==> config.mk <==
export PLATFORM = sky130hd
export DESIGN_NAME = triple_vote_run_length_decoder
export DESIGN_NICKNAME = d
export VERILOG_FILES = /design/src/rtl/tvrl_pkg.sv /design/src/rtl/tvrl_decode.sv /design/src/rtl/triple_vote_run_length_decoder.sv
export VERILOG_INCLUDE_DIRS = /design/src /design/src/rtl
export SDC_FILE = /design/constraint.sdc
export NUM_CORES = 1
export LEC_CHECK = 0
export BUFFER_PORTS_ARGS = -buffer_cell sky130_fd_sc_hd__buf_2
export CAP_MARGIN = 40
export CORE_ASPECT_RATIO = 0.75
export CORE_UTILIZATION = 45
export DETAILED_ROUTE_END_ITERATION = 10
export GPL_ROUTABILITY_DRIVEN = 0
export PLACE_DENSITY = 0.65
export SLEW_MARGIN = 20
export SYNTH_ARGS = -nofsm -noshare
export SYNTH_HDL_FRONTEND = slang
export SYNTH_SLANG_ARGS = --single-unit
==> constraint.sdc <==
create_clock -name aclk -period 4.2 [get_ports aclk]
set_clock_uncertainty 0.1 [all_clocks]
set_input_delay 0.84 -clock aclk [delete_from_list [all_inputs] [get_ports aclk]]
set_output_delay 0.84 -clock aclk [all_outputs]
set_load 0.01 [all_outputs]
==> src/rtl/triple_vote_run_length_decoder_defines.svh <==
// Assertion macros shared by the decoder RTL.
`ifndef TRIPLE_VOTE_RUN_LENGTH_DECODER_DEFINES_SVH
`define TRIPLE_VOTE_RUN_LENGTH_DECODER_DEFINES_SVH

// same-cycle implication, clocked on aclk, off during reset
`define TVRL_ASSERT_NOW(label, ante, cons) \
    label: assert property (@(posedge aclk) disable iff (!aresetn) (ante) |-> (cons)) \
        else $error("tvrl: check failed");

// next-cycle implication
`define TVRL_ASSERT_NEXT(label, ante, cons) \
    label: assert property (@(posedge aclk) disable iff (!aresetn) (ante) |=> (cons)) \
        else $error("tvrl: check failed");

`endif

==> src/rtl/tvrl_pkg.sv <==
// Shared types and constants for the triple-vote run-length decoder.
package tvrl_pkg;

    localparam int MAX_REPEAT_DEF = 15;

    localparam logic [7:0] CH_A       = 8'd65;
    localparam logic [7:0] CH_Z       = 8'd90;
    localparam logic [7:0] CH_NL      = 8'd10;
    localparam logic [7:0] CH_ZERO    = 8'd48;
    localparam logic [7:0] TWICE_LO   = 8'd28;
    localparam logic [7:0] TWICE_HI   = 8'd37;
    localparam logic [7:0] HOLD_LO    = 8'd38;
    localparam logic [7:0] HOLD_HI    = 8'd47;
    localparam logic [7:0] TWICE_OFS  = 8'd20;

    typedef enum logic [1:0] {
        ST_IDLE,
        ST_PRE,
        ST_BODY
    } state_t;

    // per-word plan produced by the decode stage
    typedef struct packed {
        logic [3:0] pre_digit;   // held digit emitted in the prefix run
        logic [1:0] body_cnt;    // words in the body run
        logic [7:0] body_char;
        logic       body_has;
        logic       body_err;
        logic       fin;
        logic       held_next;
        logic [3:0] held_val_next;
        logic       err_next;
    } plan_t;

endpackage

==> src/rtl/tvrl_decode.sv <==
// Majority vote and symbol classification into an emit plan.
module tvrl_decode #(
    parameter int MAX_REPEAT = tvrl_pkg::MAX_REPEAT_DEF,
    parameter int CNT_W      = $clog2(MAX_REPEAT + 1)
) (
    input  logic [7:0]         copy_a,
    input  logic [7:0]         copy_b,
    input  logic [7:0]         copy_c,
    input  logic               final_symbol,
    input  logic               digit_held,
    input  logic [3:0]         held_val,
    input  logic               error_seen,
    output logic [CNT_W-1:0]   pre_cnt,
    output tvrl_pkg::plan_t    plan
);

    logic       ok;
    logic [7:0] sym;
    logic [7:0] hold_ofs;
    logic [1:0] p_cnt;
    logic [7:0] p_char;
    logic       p_has;
    logic       p_err;
    logic       p_hold;
    logic       is_count;

    always_comb begin
        ok  = 1'b1;
        sym = 8'd0;
        priority if (copy_a == copy_b) begin
            sym = copy_a;
        end else if (copy_b == copy_c) begin
            sym = copy_b;
        end else if (copy_c == copy_a) begin
            sym = copy_c;
        end else begin
            ok = 1'b0;
        end
    end

    assign hold_ofs = sym - tvrl_pkg::HOLD_LO;
    assign is_count = ok && (sym <= 8'(MAX_REPEAT));

    // plain symbol decode
    always_comb begin
        p_cnt  = 2'd0;
        p_char = 8'd0;
        p_has  = 1'b0;
        p_err  = 1'b0;
        p_hold = 1'b0;
        priority if (!ok) begin
            p_cnt = 2'd1;
            p_err = 1'b1;
        end else if ((sym >= tvrl_pkg::CH_A && sym <= tvrl_pkg::CH_Z)
                     || sym == tvrl_pkg::CH_NL) begin
            p_cnt  = 2'd1;
            p_char = sym;
            p_has  = 1'b1;
        end else if (sym >= tvrl_pkg::TWICE_LO && sym <= tvrl_pkg::TWICE_HI) begin
            p_cnt  = 2'd2;
            p_char = sym + tvrl_pkg::TWICE_OFS;
            p_has  = 1'b1;
        end else if (sym >= tvrl_pkg::HOLD_LO && sym <= tvrl_pkg::HOLD_HI) begin
            p_hold = 1'b1;
            if (final_symbol) begin
                p_cnt  = 2'd1;
                p_char = tvrl_pkg::CH_ZERO + {4'd0, hold_ofs[3:0]};
                p_has  = 1'b1;
            end
        end else begin
            p_cnt = 2'd1;
            p_err = 1'b1;
        end
    end

    always_comb begin
        pre_cnt            = '0;
        plan.pre_digit     = held_val;
        plan.body_cnt      = 2'd0;
        plan.body_char     = 8'd0;
        plan.body_has      = 1'b0;
        plan.body_err      = 1'b0;
        plan.fin           = final_symbol;
        plan.held_next     = digit_held;
        plan.held_val_next = held_val;
        plan.err_next      = error_seen;
        priority if (error_seen) begin
            plan.body_cnt = 2'd1;
            plan.body_err = 1'b1;
        end else if (digit_held && is_count) begin
            plan.held_next = 1'b0;
            pre_cnt        = CNT_W'(sym);
        end else begin
            if (digit_held) begin
                pre_cnt = CNT_W'(1);
            end
            plan.body_cnt      = p_cnt;
            plan.body_char     = p_char;
            plan.body_has      = p_has;
            plan.body_err      = p_err;
            plan.err_next      = p_err;
            plan.held_next     = p_hold && !final_symbol;
            plan.held_val_next = p_hold ? hold_ofs[3:0] : held_val;
        end
        if (final_symbol && pre_cnt == '0 && plan.body_cnt == 2'd0) begin
            plan.body_cnt = 2'd1;
        end
    end

endmodule

==> src/rtl/triple_vote_run_length_decoder.sv <==
// Top level: triple-vote run-length decoder with emit sequencer and output register.
//
//  channel | ports                     | word
//  --------+---------------------------+----------------------------------------------
//  input   | s_tvalid s_tready s_tdata | copy_a, copy_b, copy_c; tlast = final_symbol
//  result  | m_tvalid m_tready m_tdata | out_char; tuser has_char, decode_error,
//          | m_tlast m_tuser           | run_last; tlast = stream_end
//
// An input word is taken, then a down-counter emits one result word per cycle while
// the result channel is not stalled: up to MAX_REPEAT words of a held digit, then up
// to two body words. s_tready is high only while the sequencer is idle. Result stalls
// hold the output register and the counter. Synchronous active-low reset clears all
// control state.
`include "triple_vote_run_length_decoder_defines.svh"

module triple_vote_run_length_decoder #(
    parameter int MAX_REPEAT = tvrl_pkg::MAX_REPEAT_DEF
) (
    input  logic        aclk,
    input  logic        aresetn,
    input  logic        s_tvalid,
    output logic        s_tready,
    input  logic [23:0] s_tdata,   // [7:0] copy_a, [15:8] copy_b, [23:16] copy_c
    input  logic        s_tlast,
    output logic        m_tvalid,
    input  logic        m_tready,
    output logic [7:0]  m_tdata,   // [7:0] out_char
    output logic        m_tlast,
    output logic [2:0]  m_tuser    // [0] has_char, [1] decode_error, [2] run_last
);

    localparam int CNT_W = $clog2(MAX_REPEAT + 1);

    tvrl_pkg::state_t state_reg, state_next;
    tvrl_pkg::plan_t  plan_reg, plan_next, plan_dec;

    logic [CNT_W-1:0] pre_cnt_reg, pre_cnt_next, pre_cnt_dec;
    logic [1:0]       body_cnt_reg, body_cnt_next;
    logic             digit_held_reg, digit_held_next;
    logic [3:0]       held_val_reg, held_val_next;
    logic             error_seen_reg, error_seen_next;

    logic       m_valid_reg, m_valid_next;
    logic [7:0] m_char_reg, m_char_next;
    logic       m_has_reg, m_has_next;
    logic       m_err_reg, m_err_next;
    logic       m_end_reg, m_end_next;
    logic       m_last_reg, m_last_next;

    logic accept;
    logic out_free;
    logic emit_pre;
    logic emit_body;
    logic pre_done;

    tvrl_decode #(
        .MAX_REPEAT (MAX_REPEAT),
        .CNT_W      (CNT_W)
    ) u_decode (
        .copy_a       (s_tdata[7:0]),
        .copy_b       (s_tdata[15:8]),
        .copy_c       (s_tdata[23:16]),
        .final_symbol (s_tlast),
        .digit_held   (digit_held_reg),
        .held_val     (held_val_reg),
        .error_seen   (error_seen_reg),
        .pre_cnt      (pre_cnt_dec),
        .plan         (plan_dec)
    );

    assign accept    = s_tvalid && s_tready;
    assign out_free  = !m_valid_reg || m_tready;
    assign emit_pre  = (state_reg == tvrl_pkg::ST_PRE) && out_free;
    assign emit_body = (state_reg == tvrl_pkg::ST_BODY) && out_free;
    assign pre_done  = pre_cnt_reg == CNT_W'(1);

    // next state
    always_comb begin
        state_next = state_reg;
        unique case (state_reg)
            tvrl_pkg::ST_IDLE: begin
                if (s_tvalid) begin
                    if (pre_cnt_dec != '0) begin
                        state_next = tvrl_pkg::ST_PRE;
                    end else if (plan_dec.body_cnt != 2'd0) begin
                        state_next = tvrl_pkg::ST_BODY;
                    end
                end
            end
            tvrl_pkg::ST_PRE: begin
                if (out_free && pre_done) begin
                    state_next = (body_cnt_reg != 2'd0) ? tvrl_pkg::ST_BODY
                                                         : tvrl_pkg::ST_IDLE;
                end
            end
            tvrl_pkg::ST_BODY: begin
                if (out_free && body_cnt_reg == 2'd1) begin
                    state_next = tvrl_pkg::ST_IDLE;
                end
            end
            default: state_next = tvrl_pkg::ST_IDLE;
        endcase
    end

    // datapath and outputs
    always_comb begin
        s_tready        = state_reg == tvrl_pkg::ST_IDLE;
        plan_next       = plan_reg;
        pre_cnt_next    = pre_cnt_reg;
        body_cnt_next   = body_cnt_reg;
        digit_held_next = digit_held_reg;
        held_val_next   = held_val_reg;
        error_seen_next = error_seen_reg;
        m_valid_next    = m_valid_reg && !m_tready;
        m_char_next     = m_char_reg;
        m_has_next      = m_has_reg;
        m_err_next      = m_err_reg;
        m_end_next      = m_end_reg;
        m_last_next     = m_last_reg;
        if (accept) begin
            plan_next       = plan_dec;
            pre_cnt_next    = pre_cnt_dec;
            body_cnt_next   = plan_dec.body_cnt;
            digit_held_next = plan_dec.held_next;
            held_val_next   = plan_dec.held_val_next;
            error_seen_next = plan_dec.err_next;
        end
        if (emit_pre) begin
            pre_cnt_next = pre_cnt_reg - CNT_W'(1);
            m_valid_next = 1'b1;
            m_char_next  = tvrl_pkg::CH_ZERO + {4'd0, plan_reg.pre_digit};
            m_has_next   = 1'b1;
            m_err_next   = 1'b0;
            m_last_next  = pre_done && body_cnt_reg == 2'd0;
            m_end_next   = pre_done && body_cnt_reg == 2'd0 && plan_reg.fin;
        end
        if (emit_body) begin
            body_cnt_next = body_cnt_reg - 2'd1;
            m_valid_next  = 1'b1;
            m_char_next   = plan_reg.body_char;
            m_has_next    = plan_reg.body_has;
            m_err_next    = plan_reg.body_err;
            m_last_next   = body_cnt_reg == 2'd1;
            m_end_next    = body_cnt_reg == 2'd1 && plan_reg.fin;
        end
    end

    always_ff @(posedge aclk) begin
        if (!aresetn) begin
            state_reg      <= tvrl_pkg::ST_IDLE;
            pre_cnt_reg    <= '0;
            body_cnt_reg   <= 2'd0;
            digit_held_reg <= 1'b0;
            held_val_reg   <= 4'd0;
            error_seen_reg <= 1'b0;
            m_valid_reg    <= 1'b0;
        end else begin
            state_reg      <= state_next;
            pre_cnt_reg    <= pre_cnt_next;
            body_cnt_reg   <= body_cnt_next;
            digit_held_reg <= digit_held_next;
            held_val_reg   <= held_val_next;
            error_seen_reg <= error_seen_next;
            m_valid_reg    <= m_valid_next;
        end
    end

    always_ff @(posedge aclk) begin
        plan_reg   <= plan_next;
        m_char_reg <= m_char_next;
        m_has_reg  <= m_has_next;
        m_err_reg  <= m_err_next;
        m_end_reg  <= m_end_next;
        m_last_reg <= m_last_next;
    end

    assign m_tvalid = m_valid_reg;
    assign m_tdata  = m_char_reg;
    assign m_tlast  = m_end_reg;
    assign m_tuser  = {m_last_reg, m_err_reg, m_has_reg};

    `TVRL_ASSERT_NEXT(a_err_sticky, error_seen_reg, error_seen_reg)
    `TVRL_ASSERT_NOW(a_pre_nonzero, state_reg == tvrl_pkg::ST_PRE, pre_cnt_reg != '0)
    `TVRL_ASSERT_NOW(a_body_nonzero, state_reg == tvrl_pkg::ST_BODY, body_cnt_reg != 2'd0)
    `TVRL_ASSERT_NOW(a_empty_is_end, m_valid_reg && !m_has_reg && !m_err_reg, m_end_reg)
    `TVRL_ASSERT_NOW(a_end_is_last, m_valid_reg && m_end_reg, m_last_reg)

endmodule
==> key figures, run 1 <==
Status
  • Status: complete, no violations

Synth
  • Synthesized Nets: 359
  • Cells after synthesis: 319
  • Asr flop ratio synth: 0%
  • Netlist cell types: 67
  • Ys Warns: 0
  • Post-synth EDFFs: 27
  • Register bit count reported by yosys: 42
  • Main flop type after synthesis: edfxtp_1
  • Post-synthesis sequential area ratio: 37.8%
  • Cell area after synthesis: 2940 sq um
  • Syn_area_per_cell: 9.22 sq um

Worst setup path
  • Worst Setup Start Kind: primary input
  • Worst EP required: 4.25 ns
  • Crit path arrival time: 3.92 ns
  • Crit-path max FO: 8
  • Critical Path End Type: register
  • WS Path Type: in2reg

Floorplan
  • Initial core utilization: 46.6%
  • Die Area: 6870 sq um
  • Chip width: 95.4 um
  • CORE AREA: 6320 sq um
  • # rows: 25
  • Boundary pin count: 43
  • Die height: 72.0 um

Timing
  • Max_slew headroom: 53.9%
  • Slew Limit Fails: 0
  • Crit path time final: 3.86 ns
  • Post-route setup TNS: 0 ns
  • Setup violators final: 0
  • Worst hold margin: 0.338 ns
  • Final cycle utilization of the critical path: 92.0%
  • Fmax: 259 MHz
  • RSZ-0062 raised after global routing: false
  • Final Hold Vio Count: 0
  • Worst Tran Pin Value: 0.691 ns

Cells and area
  • Fillers: 598
  • Largest register FFs: 15
  • Final core utilization: 53.7%
  • Nets@finish: 408
  • Antenna fix cells: 0
  • Area growth from synthesis to layout: 15.4%
  • Share of layout cells above drive strength 1: 19.8%

Detailed routing
  • 1st-pass router iterations: 4
  • Drt drc: 0
  • Via density: 5.70
  • Routed Antenna Nets: 0
  • Routed len/inst: 14.5 um
  • Vias: 2563
  • DRT iter0 DRCs: 215
  • Total Wirelength: 6520 um

Clock tree
  • Number of setup buffers added after CTS: 0
  • Latest clock arrival within the worst-skew pair: 0.30 ns
  • Num CTS Buffers: 5
  • CTS Hold Bufs: 0
  • CTS tree: yes
  • Clock-pin slew on the worst setup and hold paths: 0.08 ns
  • CTS Root Cell: clkbuf_8
  • CTS sink cnt: 42
  • Post-cts sizing count: 0
  • CTS Buffer Depth: 2
  • CTS H-tree depth: 2

Power
  • Pwr Total: 1.03 mW
  • Peak supply drop: 168 uV
  • Leak: 1.27 nW
  • Power Density: 303 nW/um^2

Place
  • Port bufs: 42
  • Dpl hpwl: 5110 um

Global routing
  • Initial antenna violation count: 0
  • GR Util met2: 28.7%
  • GR Util met3: 4.30%
  • Global-route wire length before repair: 10700 um
  • Vias in the first global route: 2223
  • Pin count of the biggest net entering global routing: 20
  • Routing usage on met1: 30.7%
  • Gr ovfl total: 0
  • GR peak layer: met1
  • GR Util All Layers: 20.1%

Worst hold path
  • Min-delay worst type: reg2reg

Job
  • Max_cap viols: 0
## kinds of logic after synthesis
| logic type | after synthesis | synth area share [%] |
|---|---|---|
| muxes | 3 | 1.02 |
| AOI/OAI and AO/OA | 77 | 20.5 |
| other | 1 | 0.127 |
| and+or+nand+nor | 126 | 22.9 |
| xor gates and xnor gates | 27 | 8.04 |
| DFF | 42 | 37.8 |
| adders and majority gates | 11 | 4.68 |
| buffers and inverters | 32 | 4.93 |
## final cells by class
| type | count | area (sq um) | share of cell area (%) |
|---|---|---|---|
| Multi-Input combinational cell | 245 | 1690 | 49.8 |
| Sequential cell | 42 | 1110 | 32.7 |
| Timing Repair Buffer | 55 | 308 | 9.07 |
| Tap cell | 81 | 101 | 2.99 |
| Inverter | 19 | 71.3 | 2.10 |
| Clock buffer | 5 | 68.8 | 2.03 |
| Clock inverter | 3 | 43.8 | 1.29 |
## worst max-delay path, cell delays in order
cell and delay [ns]:
buf_2 0.13, xnor2_1 0.30, and4b_1 0.39, o2bb2a_2 0.29, nor2_1 0.09, a22o_1 0.33, inv_1 0.15, ha_1 0.24
inv_1 0.06, o21ai_0 0.08, o2111ai_1 0.13, o211ai_2 0.22, or4_1 0.51, a21oi_1 0.15
## cell usage after synthesis, drive strengths merged (7+ instances only)
master  count  area share, %
nand2      38            4.8
edfxtp     27             28
xnor2      26            7.7
inv        19            2.4
nand3      17            2.9
nor2       16            2.0
dfxtp      15             10
a21oi      14            2.4
o21ai      14            2.5
ha         11            4.7
and2       10            2.1
nand2b      8            1.7
buf         7            1.7
## metrics by stage
step	setup WS, ns	std cells	area (sq um)
2_1_floorplan	0.524	319	2940
3_3_place_gp	0.113	442	3280
3_5_place_dp	0.00226	442	3280
4_1_cts	0.304	450	3390
5_1_grt	0.137	450	3390
6_report	0.337	450	3390
## where the power goes
part	switching, mW	internal, mW	total (mW)
Sequential	0.0153	0.483	0.499
Clock	0.143	0.178	0.321
Combinational	0.130	0.0784	0.209
Total	0.289	0.740	1.03
## routing by layer
metal	wire length [um]	part of all wire (%)	vias to the layer above
li1	-	-	1280
met1	3300	51	1207
met2	2750	42	68
met3	392	6.0	8
met4	75	1.2	0
met5	0	0	-
## cells in the final DEF, fill, tap and decap left out, types with 5 or more instances in the layout
| cell type | n |
|---|---|
| nor2b_1 | 5 |
| edfxtp_1 | 27 |
| inv_1 | 19 |
| nor2_1 | 16 |
| and2_1 | 10 |
| nand3_1 | 17 |
| ha_1 | 11 |
| buf_2 | 42 |
| nand2b_1 | 8 |
| xnor2_1 | 26 |
| clkbuf_8 | 5 |
| buf_4 | 13 |
| nor4_1 | 5 |
| and4_1 | 5 |
| dfxtp_1 | 15 |
| o21ai_0 | 13 |
| nand2_1 | 38 |
| a21oi_1 | 14 |
| nand4_1 | 6 |
## final timing paths
kind              cells after the start         endpoint            start  slack [ns]
hold / removal                        0     plan_reg[19]  held_val_reg[0]        0.34
setup reg to reg                      7  body_cnt_reg[1]     state_reg[1]        1.96
setup / recovery                     14     plan_reg[10]      s_tdata[18]        0.34
hold reg to reg                       0     plan_reg[19]  held_val_reg[0]        0.34
No activity file was read; power rests on OpenSTA's default activity.
==> run 2: changes to the inputs <==
--- a/config.mk
+++ b/config.mk
@@ -9,6 +9,7 @@
 export BUFFER_PORTS_ARGS = -buffer_cell sky130_fd_sc_hd__buf_2
 export CAP_MARGIN = 40
 export CORE_ASPECT_RATIO = 0.75
+export CORE_MARGIN = 2
 export CORE_UTILIZATION = 45
 export DETAILED_ROUTE_END_ITERATION = 10
 export GPL_ROUTABILITY_DRIVEN = 0
@@ -16,4 +17,5 @@
 export SLEW_MARGIN = 20
 export SYNTH_ARGS = -nofsm -noshare
 export SYNTH_HDL_FRONTEND = slang
+export SYNTH_HIERARCHICAL = 1
 export SYNTH_SLANG_ARGS = --single-unit
==> key figures, run 2 <==
Timing
  • Setup violators final: 0
  • Final Hold Vio Count: 0
  • Crit path time final: 4.00 ns
  • Worst Tran Pin Value: 0.503 ns
  • RSZ-0062 raised after global routing: false
  • Fmax: 250 MHz
  • Setup slack after layout: 0.195 ns
  • Worst hold margin: 0.366 ns
  • Final cycle utilization of the critical path: 95.3%
  • Slew Limit Fails: 0
  • Post-route setup TNS: 0 ns
  • Max_slew headroom: 66.4%

Place
  • Placed Instance Area: 3760 sq um
  • Dpl hpwl: 6310 um
  • Placed insts: 509
  • Port bufs: 42
  • Dpl ws: -0.0827 ns

Worst setup path
  • Critical Path End Type: register
  • Slowest cell on the critical path: o21ai_0
  • Crit path top cell by count: buf_4
  • WS Path Type: in2reg
  • CP cell instances: buf_2 > buf_4 > xnor2_1 > nand4_1 > o21ai_0 > o21ai_4 > buf_4 > ha_1 > and2_1 > a21bo_1 > a21oi_1 > o31ai_4 > nor4b_4 > buf_4 > mux2i_1 > nand2_1 > a21oi_1
  • Reg2reg setup slack: 2.01 ns
  • Crit path arrival time: 4.13 ns
  • CP max stage delay: 0.47 ns
  • Worst EP required: 4.33 ns
  • Worst Setup Start Kind: primary input
  • Crit-path max FO: 6

Cells and area
  • Design area: 3870 sq um
  • Nets@finish: 458
  • Layout Cells excl Fill: 517
  • Antenna fix cells: 0
  • Largest register FFs: 15
  • Share of layout cells above drive strength 1: 32.7%
  • Commonest non-fill, non-tap cell in the layout: buf_4
  • Final core utilization: 56.1%
  • Area growth from synthesis to layout: 19.2%
  • Most frequent cells in the layout: 48 x buf_4, 42 x buf_2, 40 x nand2_1, 27 x edfxtp_1, 21 x xnor2_1

Job
  • Max_cap viols: 0

Clock tree
  • CTS tree: yes
  • Num CTS Buffers: 5
  • CTS Hold Bufs: 0
  • CTS H-tree depth: 2
  • Number of setup buffers added after CTS: 0
  • Clock-pin slew on the worst setup and hold paths: 0.08 ns
  • Latest clock arrival within the worst-skew pair: 0.29 ns
  • Post-cts sizing count: 0
  • CTS Root Cell: clkbuf_8
  • CTS Buffer Depth: 2
  • CTS sink cnt: 42

Synth
  • Post-synthesis sequential area ratio: 34.2%
  • Syn_area_per_cell: 9.43 sq um
  • Synthesized Nets: 384
  • Main flop type after synthesis: edfxtp_1
  • Netlist cell types: 79
  • Leading post-synthesis cells by cell area: edfxtp_1 25%, dfxtp_1 9.3%, xnor2_1 5.7%
  • Most frequent cells after synthesis: 40 x nand2_1, 27 x edfxtp_1, 21 x xnor2_1
  • Post-synth EDFFs: 27
  • Ys Warns: 6
  • Cells after synthesis: 344
  • Most frequent cell after synthesis: nand2_1
  • Cell area after synthesis: 3250 sq um
  • Area share of the largest cell type after synthesis: 25.0%
  • Post-synth top area cell: edfxtp_1
  • Register bit count reported by yosys: 42
  • Asr flop ratio synth: 0%

Power
  • P_sw: 0.250 mW
  • Seq pwr share: 48.7%
  • Sw Ratio: 25.9%
  • Peak supply drop: 145 uV
  • Clock Power Share: 32.8%
  • Gate power share: 18.6%
  • Power Density: 249 nW/um^2
  • Leak: 1.52 nW
  • Pwr Total: 0.964 mW
  • Cell Int Power: 0.714 mW

Global routing
  • GR Util All Layers: 21.0%
  • Pin count of the biggest net entering global routing: 29
  • Vias in the first global route: 2608
  • Initial antenna violation count: 0
  • Gr ovfl total: 0
  • Global-route wire length before repair: 13100 um

Detailed routing
  • DRT iter0 DRCs: 251
  • Met2 WL: 3140 um
  • Vias: 2855
  • Routed len/inst: 15.2 um
  • Top sig layer: met4
  • 1st-pass router iterations: 5
  • Routed met3 length: 534 um
  • Drt drc: 0
  • M1 WL: 4160 um
  • Via density: 5.52
  • Total Wirelength: 7860 um
  • Routed Antenna Nets: 0

Worst hold path
  • Min-delay worst type: reg2reg

Floorplan
  • Boundary pin count: 43
  • Die height: 77.6 um
  • Die Area: 7920 sq um
  • Initial core utilization: 47.1%
  • # rows: 26
  • CORE AREA: 6900 sq um
  • Chip width: 102 um

Status
  • Status: complete, no violations
run 2: changes by cell type in the layout (fill, tap and decap cells not counted), sizes merged, moves of 4 or more:
| cell | delta |
|---|---|
| buf | +35 |
| and3 | +10 |
| and2 | -7 |
| a2111oi | -6 |
| o211ai | +5 |
| a21oi | +4 |
| nand2 | +4 |
| nand2b | -4 |
| nor3 | +4 |
| xnor2 | -4 |
| xor2 | +4 |
run 2: final timing paths:
kind                                     start              end  cells after the start
worst max-delay path                s_tdata[9]  held_val_reg[2]                     17
worst max register to register  digit_held_reg  held_val_reg[2]                      9
worst min-delay path            pre_cnt_reg[3]   pre_cnt_reg[3]                      2
worst min register to register  pre_cnt_reg[3]   pre_cnt_reg[3]                      2
run 2: routing by layer:
metal | vias up | global-route usage (%)
met3 | 4 | 4.41
met2 | 95 | 29.2
met5 | - | 0
met1 | 1339 | 33.8
met4 | 0 | 2.93
li1 | 1417 | -
run 2: final cells by class:
type / instances / area, sq um
fill: 617 / 3030
multi-input combinational: 262 / 1890
sequential: 42 / 1110
timing repair buffer: 90 / 571
tap: 98 / 123
clock buffer: 6 / 72.6
inverter: 17 / 63.8
clock inverter: 2 / 37.5
run 2: critical path: cells and delay by family:
family | cells | cell delay [ns]
AO/OA/AOI/OAI | 6 | 1.26
AND/OR/NAND/NOR | 4 | 0.86
buffers and inverters | 4 | 0.61
XOR/XNOR | 1 | 0.20
adder cells (fa/ha/maj) | 1 | 0.19
multiplexers | 1 | 0.18
run 2: power groups by stage:
| stage | logic, mW | clock network, mW | registers [mW] |
|---|---|---|---|
| finish | 0.179 | 0.316 | 0.469 |
| detailed placement | 0.176 | 0 | 0.479 |
| CTS | 0.177 | 0.319 | 0.469 |
| global route | 0.199 | 0.344 | 0.472 |
| global placement | 0.174 | 0 | 0.479 |
| floorplan | 0.112 | 0 | 0.482 |
run 2: cell families (layout without fill, tap and decap cells):
kind of cell / Yosys count / count (layout) / share of synthesized area [%]
compound gates: 77 / 77 / 18.7
xor+xnor: 27 / 27 / 7.52
fa+ha+maj: 11 / 11 / 4.24
buf+inv: 40 / 115 / 8.25
flops: 42 / 42 / 34.2
mux: 8 / 8 / 2.81
other cells: 1 / 1 / 0.116
simple gates: 138 / 138 / 24.2
